File: src/hw/rtl/kts_pkg.sv
// shared types and constants for the keyframe track sampler
// no dependencies; imported by every rtl module of the block
`timescale 1ns / 1ps

package kts_pkg;

    // sizes
    localparam int MAX_KEYS_DEF = 64;
    localparam int KEY_COUNT_W  = 7;
    localparam int TIME_W       = 32;
    localparam int VAL_W        = 32;
    localparam int SLOT_W       = 6;
    localparam int LOWER_W      = 6;
    localparam int BLEND_W      = 17;
    localparam int FRAC_W       = 16;
    localparam int CFG_IDX_W    = 1;
    localparam int CFG_DATA_W   = 32;
    localparam int DIV_STEP_W   = 6;

    localparam logic [BLEND_W-1:0] BLEND_ONE = 17'h10000;

    // item modes
    localparam logic MODE_LOAD   = 1'b0;
    localparam logic MODE_SAMPLE = 1'b1;

    // configuration register indexes
    localparam logic [CFG_IDX_W-1:0] REG_KEY_COUNT = 1'b0;
    localparam logic [CFG_IDX_W-1:0] REG_DURATION  = 1'b1;

    // divider step counts
    localparam logic [DIV_STEP_W-1:0] DIV_STEPS_MOD  = 6'd32;
    localparam logic [DIV_STEP_W-1:0] DIV_STEPS_FRAC = 6'd16;

    // vector component select for the mixer
    localparam logic [1:0] COMP_X = 2'd0;
    localparam logic [1:0] COMP_Y = 2'd1;
    localparam logic [1:0] COMP_Z = 2'd2;

    typedef struct packed {
        logic                     mode;
        logic [SLOT_W-1:0]        key_index;
        logic [TIME_W-1:0]        time_req;
        logic signed [VAL_W-1:0]  value_x;
        logic signed [VAL_W-1:0]  value_y;
        logic signed [VAL_W-1:0]  value_z;
    } kts_in_t;

    typedef struct packed {
        logic signed [VAL_W-1:0]  out_x;
        logic signed [VAL_W-1:0]  out_y;
        logic signed [VAL_W-1:0]  out_z;
        logic [LOWER_W-1:0]       lower_key;
        logic [BLEND_W-1:0]       blend;
        logic                     empty_track;
    } kts_out_t;

    // one stored key
    typedef struct packed {
        logic [TIME_W-1:0]        key_time;
        logic signed [VAL_W-1:0]  val_x;
        logic signed [VAL_W-1:0]  val_y;
        logic signed [VAL_W-1:0]  val_z;
    } kts_key_t;

    typedef struct packed {
        logic                     start;
        logic [DIV_STEP_W-1:0]    steps;
        logic [TIME_W-1:0]        rem_init;
        logic [TIME_W-1:0]        quo_init;
        logic [TIME_W-1:0]        divisor;
    } kts_div_req_t;

    typedef struct packed {
        logic                     done;
        logic [TIME_W-1:0]        quotient;
        logic [TIME_W-1:0]        remainder;
    } kts_div_rsp_t;

    typedef struct packed {
        logic                     done;
        logic signed [VAL_W-1:0]  res_x;
        logic signed [VAL_W-1:0]  res_y;
        logic signed [VAL_W-1:0]  res_z;
    } kts_mix_rsp_t;

    typedef enum logic [4:0] {
        ST_IDLE,
        ST_SINGLE,
        ST_MOD_GO,
        ST_MOD_WAIT,
        ST_HINT0,
        ST_HINT1,
        ST_HINT2,
        ST_HINT3,
        ST_SRCH_ISSUE,
        ST_SRCH_CMP,
        ST_RESOLVE,
        ST_RD0,
        ST_RD1,
        ST_RD2,
        ST_DIFF,
        ST_ABS,
        ST_BLEND,
        ST_DIV_WAIT,
        ST_MIX_GO,
        ST_MIX_WAIT,
        ST_DONE
    } kts_state_t;

endpackage

File: src/hw/rtl/kts_mix_unit.sv
// linear mix a + floor((b - a) * f / 65536) for x, y, z through one multiplier
// three-stage pipeline fed one component per cycle; depends on kts_pkg
`timescale 1ns / 1ps

module kts_mix_unit (
    input  logic                   clk,
    input  logic                   rst_n,
    input  logic                   start,
    input  kts_pkg::kts_key_t      key_a,
    input  kts_pkg::kts_key_t      key_b,
    input  logic [kts_pkg::BLEND_W-1:0] factor,
    output kts_pkg::kts_mix_rsp_t  rsp
);
    import kts_pkg::*;

    localparam int PROD_W = VAL_W + BLEND_W + 2;

    logic                       issuing_reg, issuing_next;
    logic [1:0]                 sel_reg, sel_next;
    logic                       s1_v_reg, s2_v_reg, done_reg;
    logic [1:0]                 s1_sel_reg, s2_sel_reg;
    logic signed [VAL_W-1:0]    s1_a_reg, s2_a_reg;
    logic signed [VAL_W:0]      s1_diff_reg;
    logic signed [PROD_W-1:0]   s2_prod_reg;
    logic signed [VAL_W-1:0]    res_x_reg, res_y_reg, res_z_reg;
    logic signed [VAL_W-1:0]    comp_a, comp_b;
    logic signed [BLEND_W:0]    factor_s;
    logic signed [PROD_W-1:0]   prod;
    logic [VAL_W-1:0]           mixed;

    // component select for the issue stage
    always_comb
    begin
        case (sel_reg)
            COMP_X:
            begin
                comp_a = key_a.val_x;
                comp_b = key_b.val_x;
            end
            COMP_Y:
            begin
                comp_a = key_a.val_y;
                comp_b = key_b.val_y;
            end
            COMP_Z:
            begin
                comp_a = key_a.val_z;
                comp_b = key_b.val_z;
            end
            default:
            begin
                comp_a = key_a.val_x;
                comp_b = key_b.val_x;
            end
        endcase
    end

    // issue sequencing
    always_comb
    begin
        issuing_next = issuing_reg;
        sel_next     = sel_reg;
        if (start)
        begin
            issuing_next = 1'b1;
            sel_next     = COMP_X;
        end
        else if (issuing_reg)
        begin
            sel_next = sel_reg + 2'd1;
            if (sel_reg == COMP_Z)
            begin
                issuing_next = 1'b0;
            end
        end
    end

    // product and floor shift: the arithmetic shift by 16 keeps bits 47..16
    assign factor_s = $signed({1'b0, factor});
    assign prod     = s1_diff_reg * factor_s;
    assign mixed    = s2_a_reg + s2_prod_reg[VAL_W+FRAC_W-1:FRAC_W];

    // control
    always_ff @(posedge clk or negedge rst_n)
    begin
        if (!rst_n)
        begin
            issuing_reg <= 1'b0;
            sel_reg     <= COMP_X;
            s1_v_reg    <= 1'b0;
            s2_v_reg    <= 1'b0;
            done_reg    <= 1'b0;
        end
        else
        begin
            issuing_reg <= issuing_next;
            sel_reg     <= sel_next;
            s1_v_reg    <= issuing_reg;
            s2_v_reg    <= s1_v_reg;
            done_reg    <= s2_v_reg && (s2_sel_reg == COMP_Z);
        end
    end

    // pipeline stages and result capture
    always_ff @(posedge clk)
    begin
        s1_sel_reg  <= sel_reg;
        s1_a_reg    <= comp_a;
        s1_diff_reg <= {comp_b[VAL_W-1], comp_b} - {comp_a[VAL_W-1], comp_a};
        s2_sel_reg  <= s1_sel_reg;
        s2_a_reg    <= s1_a_reg;
        s2_prod_reg <= prod;
        if (s2_v_reg)
        begin
            case (s2_sel_reg)
                COMP_X:  res_x_reg <= mixed;
                COMP_Y:  res_y_reg <= mixed;
                COMP_Z:  res_z_reg <= mixed;
                default: res_x_reg <= mixed;
            endcase
        end
    end

    assign rsp.done  = done_reg;
    assign rsp.res_x = res_x_reg;
    assign rsp.res_y = res_y_reg;
    assign rsp.res_z = res_z_reg;

endmodule

File: config.mk
export PLATFORM = sky130hd
export DESIGN_NAME = kts_mix_unit
export DESIGN_NICKNAME = d
export VERILOG_FILES = /design/src/hw/rtl/kts_pkg.sv /design/src/hw/rtl/kts_mix_unit.sv
export SDC_FILE = /design/constraint.sdc
export NUM_CORES = 2
export LEC_CHECK = 0
export BUFFER_PORTS_ARGS = -buffer_cell sky130_fd_sc_hd__clkbuf_2
export CAP_MARGIN = 20
export CORE_MARGIN = 5
export CORE_UTILIZATION = 50
export CTS_CLUSTER_DIAMETER = 60
export DETAILED_ROUTE_END_ITERATION = 8
export PLACE_DENSITY = 0.78
export SLEW_MARGIN = 10
export SYNTH_ARGS = -nofsm -noshare
export SYNTH_HDL_FRONTEND = slang
export SYNTH_SLANG_ARGS = --single-unit
File: constraint.sdc
create_clock -name clk -period 9.6 [get_ports clk]
set_input_delay 2.4 -clock clk [delete_from_list [all_inputs] [get_ports clk]]
set_output_delay 2.4 -clock clk [all_outputs]
set_load 0.1 [all_outputs]
==> summary.txt <==
status - finished, final reports clean
Simple-Gate Fraction of Synth Area - 14.1%
max cap viols - 0
Die W - 249 um
GRT met1 Usage - 31.5%
gr busiest metal - met2
setup tns final - 0 ps
multi-input logic area - 20100 um2
Post-CTS Resized - 0
number of synthesized flops with an enable pin - 96
initial antenna violation count - 4
clk buf depth - 3
WL/cell - 19.0 um
Most Frequent Cell on Critical Path - fa_1
Slowest Stage Delay on Critical Path - 730 ps
Syn Inst Count - 2951
minimum clock period - 8540 ps
CTS Buf Count - 19
Area Growth Syn to Fin - 9.91%
TritonCTS clock tree - built
port bufs - 308
Max-slew headroom - 33.2%
top post-synthesis cells by area - fa_1 (36%), edfxtp_1 (10%), dfxtp_1 (9.3%)
CP max-delay cell - clkbuf_2
hold_buf cts - 0
RSZ-0062 raised after global routing - no
mux contribution to synthesized area - 0.109%
Reg area - 5700 um2
FF+latch count, synth - 235
Core ar. - 56500 um2
top-area cell type share of the netlist area - 36.1%
GR Util met3 - 4.77%
number of DRC markers in iteration 0 - 1460
complex-gate fraction of the synthesized area - 9.05%
root buf cell - clkbuf_16
HP Class - reg2reg
gpl congestion - 1.02
total of fill cells in the finished design - 4800
largest family of logic cells by synthesized area - adder cells
Netlist cell types - 74
DRC Markers - 0
clock sinks - 235
worst reg2reg path endpoint - s2_prod_reg[47]
Hold Path End - s2_a_reg[9]
Worst-Skew Late Latency - 510 ps
path type of the worst setup path - in2reg
Final Cycle Share - 89.0%
Setup crit start kind - primary input
Clock Pin Slew Worst Setup and Hold Paths - 70 ps
max reg flops - 33
worst reg2reg setup slack - 2730 ps
via count - 20.8k
yosys warns - 0
maximum number of pins on one net before global-route repair - 107
min-delay src - s1_a_reg[9]
Crit path max-delay family - adder cells
Tot GR Track Use - 24.1%
dominant synthesized flop cell - dfxtp_1
sequential area share after synthesis - 19.9%
Slew Limit Fails - 0
XOR/XNOR share of the synthesized area - 3.00%
total gr overflow - 0
depth of the worst register-to-register path - 20
Achievable Freq - 117 MHz
DIE HEIGHT - 249 um
global-route wire length before repair - 120000 um
vias per inst - 5.28
met2 GRT Util - 40.8%
Critical Path RT - 10000 ps
drt total wl - 75100 um
Min-Delay Path Depth - 0
vias in the first global route - 22.1k
commonest non-fill, non-tap cell in the layout - inv_1
Post-Synth Adder-Cell Area - 43.9%
Syn Std Cell Area - 28600 um2
IO Count - 373
site row count - 87
CP Buf/Inv Count - 6
# Post-CTS Setup Buffers - 0
skew final - 23.1 ps
final setup fails - 0
most frequent cells in the layout - inv_1 (640), fa_1 (516), nand2_1 (338)
beginning of the critical path - factor[11]
DIE AREA - 62100 um2
Hold Violations, Final - 0
syn_nets - 3920
RR Startpoint - s1_diff_reg[23]
Mean Syn Cell Area - 9.69 um2
crit path capture type - register
Final ANT Viol Nets - 0
crit-path cells - clkbuf_2, nand2_1, fa_1, inv_1, fa_1, inv_1, fa_1, inv_1, fa_1, fa_1, inv_1, fa_1, inv_1, ha_1, a21o_1, a2bb2oi_2, o211ai_2, or3_1, o21ai_2, o21ai_2, a221oi_2, nor2_1, a311oi_1
Final Net Count - 4148
Initial Util - 50.6%
Worst Tran Pin Value - 1000 ps
drt first pass iters - 7
data arrival time of the worst path - 8940 ps
worst-path fanout max - 33
htree depth - 1
largest area contributor in the netlist - fa_1
Synth async-reset ratio - 2.55%
Final HPWL DP - 59900 um
layout cells sized above 1 - 12.1%
==> logic make-up (layout without fill, tap and decap cells) <==
family                   after synthesis  after routing
other                                  0              1
AO/OA/AOI/OAI                        368            368
XOR/XNOR                              98             98
flip-flops                           235            235
adder cells (fa/ha/maj)              693            693
buffers and inverters                754            995
AND/OR/NAND/NOR                      800            800
multiplexers                           3              3
==> per-stage QoR <==
| stage | hold WS (ps) | util [%] | instances | instance area, um2 | setup WS [ps] |
|---|---|---|---|---|---|
| 2_1_floorplan | 310 | - | 2951 | 28600 | 1580 |
| 3_3_place_gp | 310 | 54.5 | 3914 | 30800 | 667 |
| 3_5_place_dp | 312 | 54.5 | 3914 | 30800 | 572 |
| 4_1_cts | 318 | 55.6 | 3948 | 31400 | 1090 |
| 5_1_grt | 330 | 55.6 | 3949 | 31400 | 771 |
| 6_report | 318 | 55.6 | 3949 | 31400 | 1060 |
==> cell usage after synthesis, types with 14 or more instances <==
| cell | number |
|---|---|
| a21oi_1 | 66 |
| fa_1 | 516 |
| nand2b_1 | 14 |
| inv_1 | 640 |
| dfxtp_1 | 133 |
| a22oi_1 | 65 |
| and2_1 | 325 |
| o21a_1 | 47 |
| o21ai_0 | 61 |
| ha_1 | 177 |
| a21o_1 | 41 |
| xnor2_1 | 67 |
| clkbuf_1 | 104 |
| and3_1 | 14 |
| xor2_1 | 31 |
| nand2_1 | 338 |
| nor2_1 | 49 |
| edfxtp_1 | 96 |
==> worst max-delay path by stage <==
stage                       to  cells past startpoint
2_1_floorplan  s2_prod_reg[41]                     23
3_3_place_gp   s2_prod_reg[47]                     23
3_5_place_dp   s2_prod_reg[47]                     22
4_1_cts        s2_prod_reg[47]                     22
5_1_grt        s2_prod_reg[47]                     22
6_report       s2_prod_reg[47]                     23
==> area by class of cell <==
cell class,instances,share of cell area [%]
antenna,1,0.00796
clock buffer,26,1.83
clock inverter,8,0.267
inverter,640,7.64
multi-input combinational,1962,63.9
sequential,235,18.1
tap,756,3.01
timing repair buffer,321,5.22
==> per-layer routing <==
layer | routed length (um) | share of wire (%)
met5 | 41 | 0.055
met4 | 2470 | 3.3
met3 | 6280 | 8.4
met2 | 35800 | 48
met1 | 30500 | 41
==> worst reg2reg max path, delay by kind of cell (launching register included) <==
kind / cells / cell delay [ps]
adders and majority gates: 7 / 3420
AOI/OAI and AO/OA: 7 / 1730
DFF: 1 / 980
and+or+nand+nor: 3 / 480
buffers and inverters: 3 / 170
Power is left out: the tool's default activity adds up to more than one toggle a clock period on the data nets, which glitch-free logic cannot reach.
