`src/hw/rtl/kts_pkg.sv`:
```
// shared types and constants for the keyframe track sampler
// no dependencies; imported by every rtl module of the block
`timescale 1ns / 1ps

package kts_pkg;

    // sizes
    localparam int MAX_KEYS_DEF = 64;
    localparam int KEY_COUNT_W  = 7;
    localparam int TIME_W       = 32;
    localparam int VAL_W        = 32;
    localparam int SLOT_W       = 6;
    localparam int LOWER_W      = 6;
    localparam int BLEND_W      = 17;
    localparam int FRAC_W       = 16;
    localparam int CFG_IDX_W    = 1;
    localparam int CFG_DATA_W   = 32;
    localparam int DIV_STEP_W   = 6;

    localparam logic [BLEND_W-1:0] BLEND_ONE = 17'h10000;

    // item modes
    localparam logic MODE_LOAD   = 1'b0;
    localparam logic MODE_SAMPLE = 1'b1;

    // configuration register indexes
    localparam logic [CFG_IDX_W-1:0] REG_KEY_COUNT = 1'b0;
    localparam logic [CFG_IDX_W-1:0] REG_DURATION  = 1'b1;

    // divider step counts
    localparam logic [DIV_STEP_W-1:0] DIV_STEPS_MOD  = 6'd32;
    localparam logic [DIV_STEP_W-1:0] DIV_STEPS_FRAC = 6'd16;

    // vector component select for the mixer
    localparam logic [1:0] COMP_X = 2'd0;
    localparam logic [1:0] COMP_Y = 2'd1;
    localparam logic [1:0] COMP_Z = 2'd2;

    typedef struct packed {
        logic                     mode;
        logic [SLOT_W-1:0]        key_index;
        logic [TIME_W-1:0]        time_req;
        logic signed [VAL_W-1:0]  value_x;
        logic signed [VAL_W-1:0]  value_y;
        logic signed [VAL_W-1:0]  value_z;
    } kts_in_t;

    typedef struct packed {
        logic signed [VAL_W-1:0]  out_x;
        logic signed [VAL_W-1:0]  out_y;
        logic signed [VAL_W-1:0]  out_z;
        logic [LOWER_W-1:0]       lower_key;
        logic [BLEND_W-1:0]       blend;
        logic                     empty_track;
    } kts_out_t;

    // one stored key
    typedef struct packed {
        logic [TIME_W-1:0]        key_time;
        logic signed [VAL_W-1:0]  val_x;
        logic signed [VAL_W-1:0]  val_y;
        logic signed [VAL_W-1:0]  val_z;
    } kts_key_t;

    typedef struct packed {
        logic                     start;
        logic [DIV_STEP_W-1:0]    steps;
        logic [TIME_W-1:0]        rem_init;
        logic [TIME_W-1:0]        quo_init;
        logic [TIME_W-1:0]        divisor;
    } kts_div_req_t;

    typedef struct packed {
        logic                     done;
        logic [TIME_W-1:0]        quotient;
        logic [TIME_W-1:0]        remainder;
    } kts_div_rsp_t;

    typedef struct packed {
        logic                     done;
        logic signed [VAL_W-1:0]  res_x;
        logic signed [VAL_W-1:0]  res_y;
        logic signed [VAL_W-1:0]  res_z;
    } kts_mix_rsp_t;

    typedef enum logic [4:0] {
        ST_IDLE,
        ST_SINGLE,
        ST_MOD_GO,
        ST_MOD_WAIT,
        ST_HINT0,
        ST_HINT1,
        ST_HINT2,
        ST_HINT3,
        ST_SRCH_ISSUE,
        ST_SRCH_CMP,
        ST_RESOLVE,
        ST_RD0,
        ST_RD1,
        ST_RD2,
        ST_DIFF,
        ST_ABS,
        ST_BLEND,
        ST_DIV_WAIT,
        ST_MIX_GO,
        ST_MIX_WAIT,
        ST_DONE
    } kts_state_t;

endpackage

```
`src/hw/rtl/kts_div_unit.sv`:
```
// shared shift-subtract divider, one quotient bit per cycle
// serves the time wrap and the blend factor; depends on kts_pkg
`timescale 1ns / 1ps

module kts_div_unit (
    input  logic                  clk,
    input  logic                  rst_n,
    input  kts_pkg::kts_div_req_t req,
    output kts_pkg::kts_div_rsp_t rsp
);
    import kts_pkg::*;

    logic                  busy_reg, busy_next;
    logic                  done_reg, done_next;
    logic [DIV_STEP_W-1:0] cnt_reg, cnt_next;
    logic [TIME_W-1:0]     rem_reg, rem_next;
    logic [TIME_W-1:0]     quo_reg, quo_next;
    logic [TIME_W-1:0]     dvsr_reg, dvsr_next;
    logic [TIME_W:0]       trial;
    logic [TIME_W:0]       diff;
    logic                  fits;

    // one restoring step: shift in the next dividend bit, subtract if it fits
    assign trial = {rem_reg, quo_reg[TIME_W-1]};
    assign diff  = trial - {1'b0, dvsr_reg};
    assign fits  = trial >= {1'b0, dvsr_reg};

    always_comb
    begin
        busy_next = busy_reg;
        cnt_next  = cnt_reg;
        rem_next  = rem_reg;
        quo_next  = quo_reg;
        dvsr_next = dvsr_reg;
        done_next = 1'b0;
        if (req.start)
        begin
            busy_next = 1'b1;
            cnt_next  = req.steps;
            rem_next  = req.rem_init;
            quo_next  = req.quo_init;
            dvsr_next = req.divisor;
        end
        else if (busy_reg)
        begin
            rem_next = fits ? diff[TIME_W-1:0] : trial[TIME_W-1:0];
            quo_next = {quo_reg[TIME_W-2:0], fits};
            cnt_next = cnt_reg - DIV_STEP_W'(1);
            if (cnt_reg == DIV_STEP_W'(1))
            begin
                busy_next = 1'b0;
                done_next = 1'b1;
            end
        end
    end

    // control
    always_ff @(posedge clk or negedge rst_n)
    begin
        if (!rst_n)
        begin
            busy_reg <= 1'b0;
            done_reg <= 1'b0;
            cnt_reg  <= '0;
        end
        else
        begin
            busy_reg <= busy_next;
            done_reg <= done_next;
            cnt_reg  <= cnt_next;
        end
    end

    // datapath
    always_ff @(posedge clk)
    begin
        rem_reg  <= rem_next;
        quo_reg  <= quo_next;
        dvsr_reg <= dvsr_next;
    end

    assign rsp.done      = done_reg;
    assign rsp.quotient  = quo_reg;
    assign rsp.remainder = rem_reg;

endmodule

```
`config.mk`:
```
export PLATFORM = sky130hd
export DESIGN_NAME = kts_div_unit
export DESIGN_NICKNAME = d
export VERILOG_FILES = /design/src/hw/rtl/kts_pkg.sv /design/src/hw/rtl/kts_div_unit.sv
export SDC_FILE = /design/constraint.sdc
export NUM_CORES = 1
export LEC_CHECK = 0
export BUFFER_PORTS_ARGS = -buffer_cell sky130_fd_sc_hd__buf_2
export CAP_MARGIN = 20
export CORE_ASPECT_RATIO = 1.2
export CORE_MARGIN = 2
export CORE_UTILIZATION = 50
export CTS_BUF_LIST = sky130_fd_sc_hd__clkbuf_2
export DETAILED_ROUTE_END_ITERATION = 16
export GPL_TIMING_DRIVEN = 0
export PLACE_DENSITY = 0.8
export SLEW_MARGIN = 10
export SYNTH_ARGS = -nofsm -noshare
export SYNTH_HDL_FRONTEND = slang
export SYNTH_SLANG_ARGS = --single-unit
```
`constraint.sdc`:
```
create_clock -name clk -period 2.6 [get_ports clk]
set_clock_uncertainty 0.1 [all_clocks]
set_input_delay 0.13 -clock clk [delete_from_list [all_inputs] [get_ports clk]]
set_output_delay 0.13 -clock clk [all_outputs]
set_load 0.005 [all_outputs]
```
==> results_dict.tcl <==
set metrics [dict create \
    status "finished, violations left" \
    violations "setup timing" \
    setup-tns-final_ns -11.40 \
    postSynthCellCount 579 \
    grtUsageMet1_pct 35.6 \
    io_buffer_count 169 \
    dieArea_um2 13600 \
    critPathCaptureType "flop" \
    synth.cell_area_um2 6340 \
    grt_max_degree 65 \
    gr-total-overflow 0 \
    min_path_type "in2reg" \
    slew_violations 0 \
    syn_avg_cell_area_um2 11.0 \
    cell_internal_pwr_mw 5.74 \
    power.switching_mw 4.01 \
    io-pin-count 170 \
    worst-endpoint-arrival_ns 3.45 \
    hold_path_end "dvsr_reg[8]" \
    h_tree_lvls 3 \
    post_drt_via_cell_ratio 5.69 \
    finalWorstSetupSlack_ns -0.436 \
    ys_seq_elements 104 \
    grt_antenna_before_repair 1 \
    placeableCoreArea_um2 12500 \
    path_class "reg2reg" \
    floorplan.rows 45 \
    initial_utilization_pct 50.7 \
    cts_buffers 9 \
    floorplan.die.height_um 127 \
    tightestPinTransition_ns 1.03 \
    hpwl_mm 12.8 \
    number_of_iterations_in_the_first_detailed_routing_pass 6 \
    source_of_the_worst_hold_timing_path "req[8]" \
    area_of_placed_instances_um2 7550 \
    synthesis.yosys.warnings 0 \
    clock_sink_count 104 \
    post_route_cells_drive_above_1_share_pct 39.9 \
    synth_cell_type_count 60 \
    post_route_antenna_net_violation_count 0 \
    avgRoutedWirePerCell_um 19.8 \
    globalplace.congestion 0.958 \
    source_to_sink_clock_delay_at_the_later_pin_of_the_worst_skew_pair_ns 0.69 \
    swShare_pct 41.1 \
    postSynth.asyncResetShare_pct 7.69 \
    finalInstanceArea_um2 9710 \
    drcViolationCount 0 \
    postSynth.topFlopCell "sky130_fd_sc_hd__edfxtp_1" \
    total_leakage_power_nw 4.20 \
    crit_path_max_fanout 6 \
    cts.reportedPaths.clkPinSlew_ns 0.36 \
    maxClockFrequency_ghz 0.329 \
    grt_setup_unrepaired "yes" \
    finish.cell_count_without_fillers 1093 \
    rr_worst_depth 10 \
    first_global_vias 6220 \
    finish.utilization_pct 77.7 \
    r2r_end "rem_reg[22]" \
    groute.usage.overall_pct 30.2 \
    ys_seq_area_share_pct 48.6 \
    grt_most_used_layer "met2" \
    seq_power_share_pct 27.1 \
    drt-total-wl_mm 21.6 \
    place_worst_setup_slack_ns -0.620 \
    finalCritPeriodShare_pct 117 \
    timing.max_slew.rel_slack_pct 31.4 \
    fin_worst_hold_slack_ns 0.0120 \
    cp_data_required_time_ns 3.02 \
    cts_root_buffer "sky130_fd_sc_hd__clkbuf_2" \
    post-route-min-period_ns 3.04 \
    pwr-share-clk_pct 9.0 \
    area_growth_syn_to_layout_pct 53.1 \
    irDropWorstVdd_v 0.000436 \
    global_route.usage.met2_pct 50.8 \
    report.final.setup_viol 33 \
    timing.max_cap.violations 0 \
    synth-edff-count 96 \
    ff2ff_setup_slack_ns -0.44 \
    global_route_wire_length_before_repair_mm 31.6 \
    grt.met3_usage_pct 6.99 \
    combPwrFrac_pct 63.8 \
    critical_path.startpoint_type "flop" \
    final_net_count 1063 \
    report.final.hold_viol_count 0 \
    first_iter_violations 453 \
    cts_buffer_depth 2 \
    tritoncts "yes" \
    die_outline_width_um 107 \
    synth_nets 719 \
    worst_hold_path.num_cells 2 \
    dp_cells 912 \
    power.density_nw_per_um2 1000 \
    route.vias.total 6216 \
    finalPower_mw 9.75 \
    timing.rr.start "rem_reg[7]" \
]
## power groups by stage
stage	clock [mW]	combinational, mW	sequential (mW)
after floorplan	0	3.03	2.64
after global routing	0.927	6.65	2.69
after CTS	0.866	5.48	2.62
after global placement	0	4.13	2.66
after detailed placement	0	4.23	2.68
final	0.881	6.22	2.65
## critical path: stages, from the launching register on
cell	delay, ns
sky130_fd_sc_hd__edfxtp_1	0.53
sky130_fd_sc_hd__ha_4	0.34
sky130_fd_sc_hd__nand4_2	0.16
sky130_fd_sc_hd__nor2_2	0.23
sky130_fd_sc_hd__o211ai_1	0.18
sky130_fd_sc_hd__a21oi_2	0.28
sky130_fd_sc_hd__o21ai_4	0.12
sky130_fd_sc_hd__buf_6	0.13
sky130_fd_sc_hd__nor4b_4	0.12
sky130_fd_sc_hd__or4_4	0.52
sky130_fd_sc_hd__o211ai_2	0.16
## cell type report
cell class,count,area [µm²]
clock buffer,9,45.0
timing repair buffer,333,2430
clock inverter,7,90.1
buffer,29,235
tap,164,205
sequential,104,3080
multi-input combinational,404,3460
fill,814,2790
inverter,42,163
antenna,1,2.50
## synthesized netlist by cell type, types with 4 or more instances
master	count	area (µm²)
sky130_fd_sc_hd__edfxtp_1	96	2880
sky130_fd_sc_hd__nor3_1	7	35.0
sky130_fd_sc_hd__ha_1	34	425
sky130_fd_sc_hd__a21oi_1	28	140
sky130_fd_sc_hd__inv_1	42	158
sky130_fd_sc_hd__dfrtp_1	8	200
sky130_fd_sc_hd__a22oi_1	4	30.0
sky130_fd_sc_hd__o311ai_0	14	123
sky130_fd_sc_hd__buf_2	8	40.0
sky130_fd_sc_hd__nand3b_1	15	113
sky130_fd_sc_hd__a21o_1	15	113
sky130_fd_sc_hd__nand4_1	4	25.0
sky130_fd_sc_hd__o21a_1	6	45.0
sky130_fd_sc_hd__nor2b_1	7	43.8
sky130_fd_sc_hd__a31oi_1	6	37.5
sky130_fd_sc_hd__nor2_1	26	97.6
sky130_fd_sc_hd__xor2_1	17	149
sky130_fd_sc_hd__xnor2_1	16	140
sky130_fd_sc_hd__mux2_2	34	383
sky130_fd_sc_hd__a221o_1	6	60.1
sky130_fd_sc_hd__mux2i_1	6	60.1
sky130_fd_sc_hd__nand2_1	60	225
sky130_fd_sc_hd__and3b_1	4	35.0
sky130_fd_sc_hd__o31ai_1	5	37.5
sky130_fd_sc_hd__o211ai_1	9	67.6
sky130_fd_sc_hd__o21ai_0	25	125
sky130_fd_sc_hd__nand3_1	7	35.0
sky130_fd_sc_hd__clkbuf_1	14	52.6
## placed cells by master, fill, tap and decap left out, types with 13 or more instances in the layout
| master | count |
|---|---|
| sky130_fd_sc_hd__buf_4 | 51 |
| sky130_fd_sc_hd__nand2_1 | 57 |
| sky130_fd_sc_hd__nor2_1 | 20 |
| sky130_fd_sc_hd__xnor2_1 | 16 |
| sky130_fd_sc_hd__nand3b_1 | 15 |
| sky130_fd_sc_hd__dlygate4sd3_1 | 106 |
| sky130_fd_sc_hd__ha_4 | 17 |
| sky130_fd_sc_hd__xor2_1 | 17 |
| sky130_fd_sc_hd__inv_1 | 37 |
| sky130_fd_sc_hd__buf_2 | 171 |
| sky130_fd_sc_hd__edfxtp_1 | 96 |
| sky130_fd_sc_hd__o21ai_0 | 17 |
| sky130_fd_sc_hd__mux2_2 | 34 |
| sky130_fd_sc_hd__a21oi_1 | 21 |
| sky130_fd_sc_hd__a21o_1 | 15 |
| sky130_fd_sc_hd__ha_1 | 13 |
## routing by layer
metal | wire (µm) | vias up
met2 | 10400 | 355
met5 | 0 | -
met4 | 1240 | 0
li1 | - | 2844
met3 | 1850 | 99
met1 | 8130 | 2918
## timing repair
item,CTS,global route
pin swaps,19,20
endpoints found under the setup margin,33,97
setup buffers,35,19
gates resized for setup,75,38
gates cloned,4,0
hold endpoints to repair,110,18
hold buffers,104,2
## how the worst max path moves through the flow
| stage | startpoint | end | slack, ns | cells past startpoint |
|---|---|---|---|---|
| 2_1_floorplan | rem_reg[0] | rem_reg[25] | -0.20 | 10 |
| 3_3_place_gp | req[102] | quo_reg[31] | -1.69 | 5 |
| 3_5_place_dp | req[102] | quo_reg[19] | -0.62 | 5 |
| 4_1_cts | quo_reg[31] | rem_reg[30] | -0.35 | 12 |
| 5_1_grt | rem_reg[7] | rem_reg[22] | -0.50 | 10 |
| 6_report | rem_reg[7] | rem_reg[22] | -0.44 | 10 |
## cells by family after synthesis
logic type	after synthesis	share of synthesized area (%)
xor+xnor	33	4.56
fa+ha+maj	35	7.02
simple gates	149	11.9
compound gates	147	16.2
buf+inv	71	4.72
flops	104	48.6
mux	40	6.99
No activity file was read; power rests on OpenSTA's default activity.
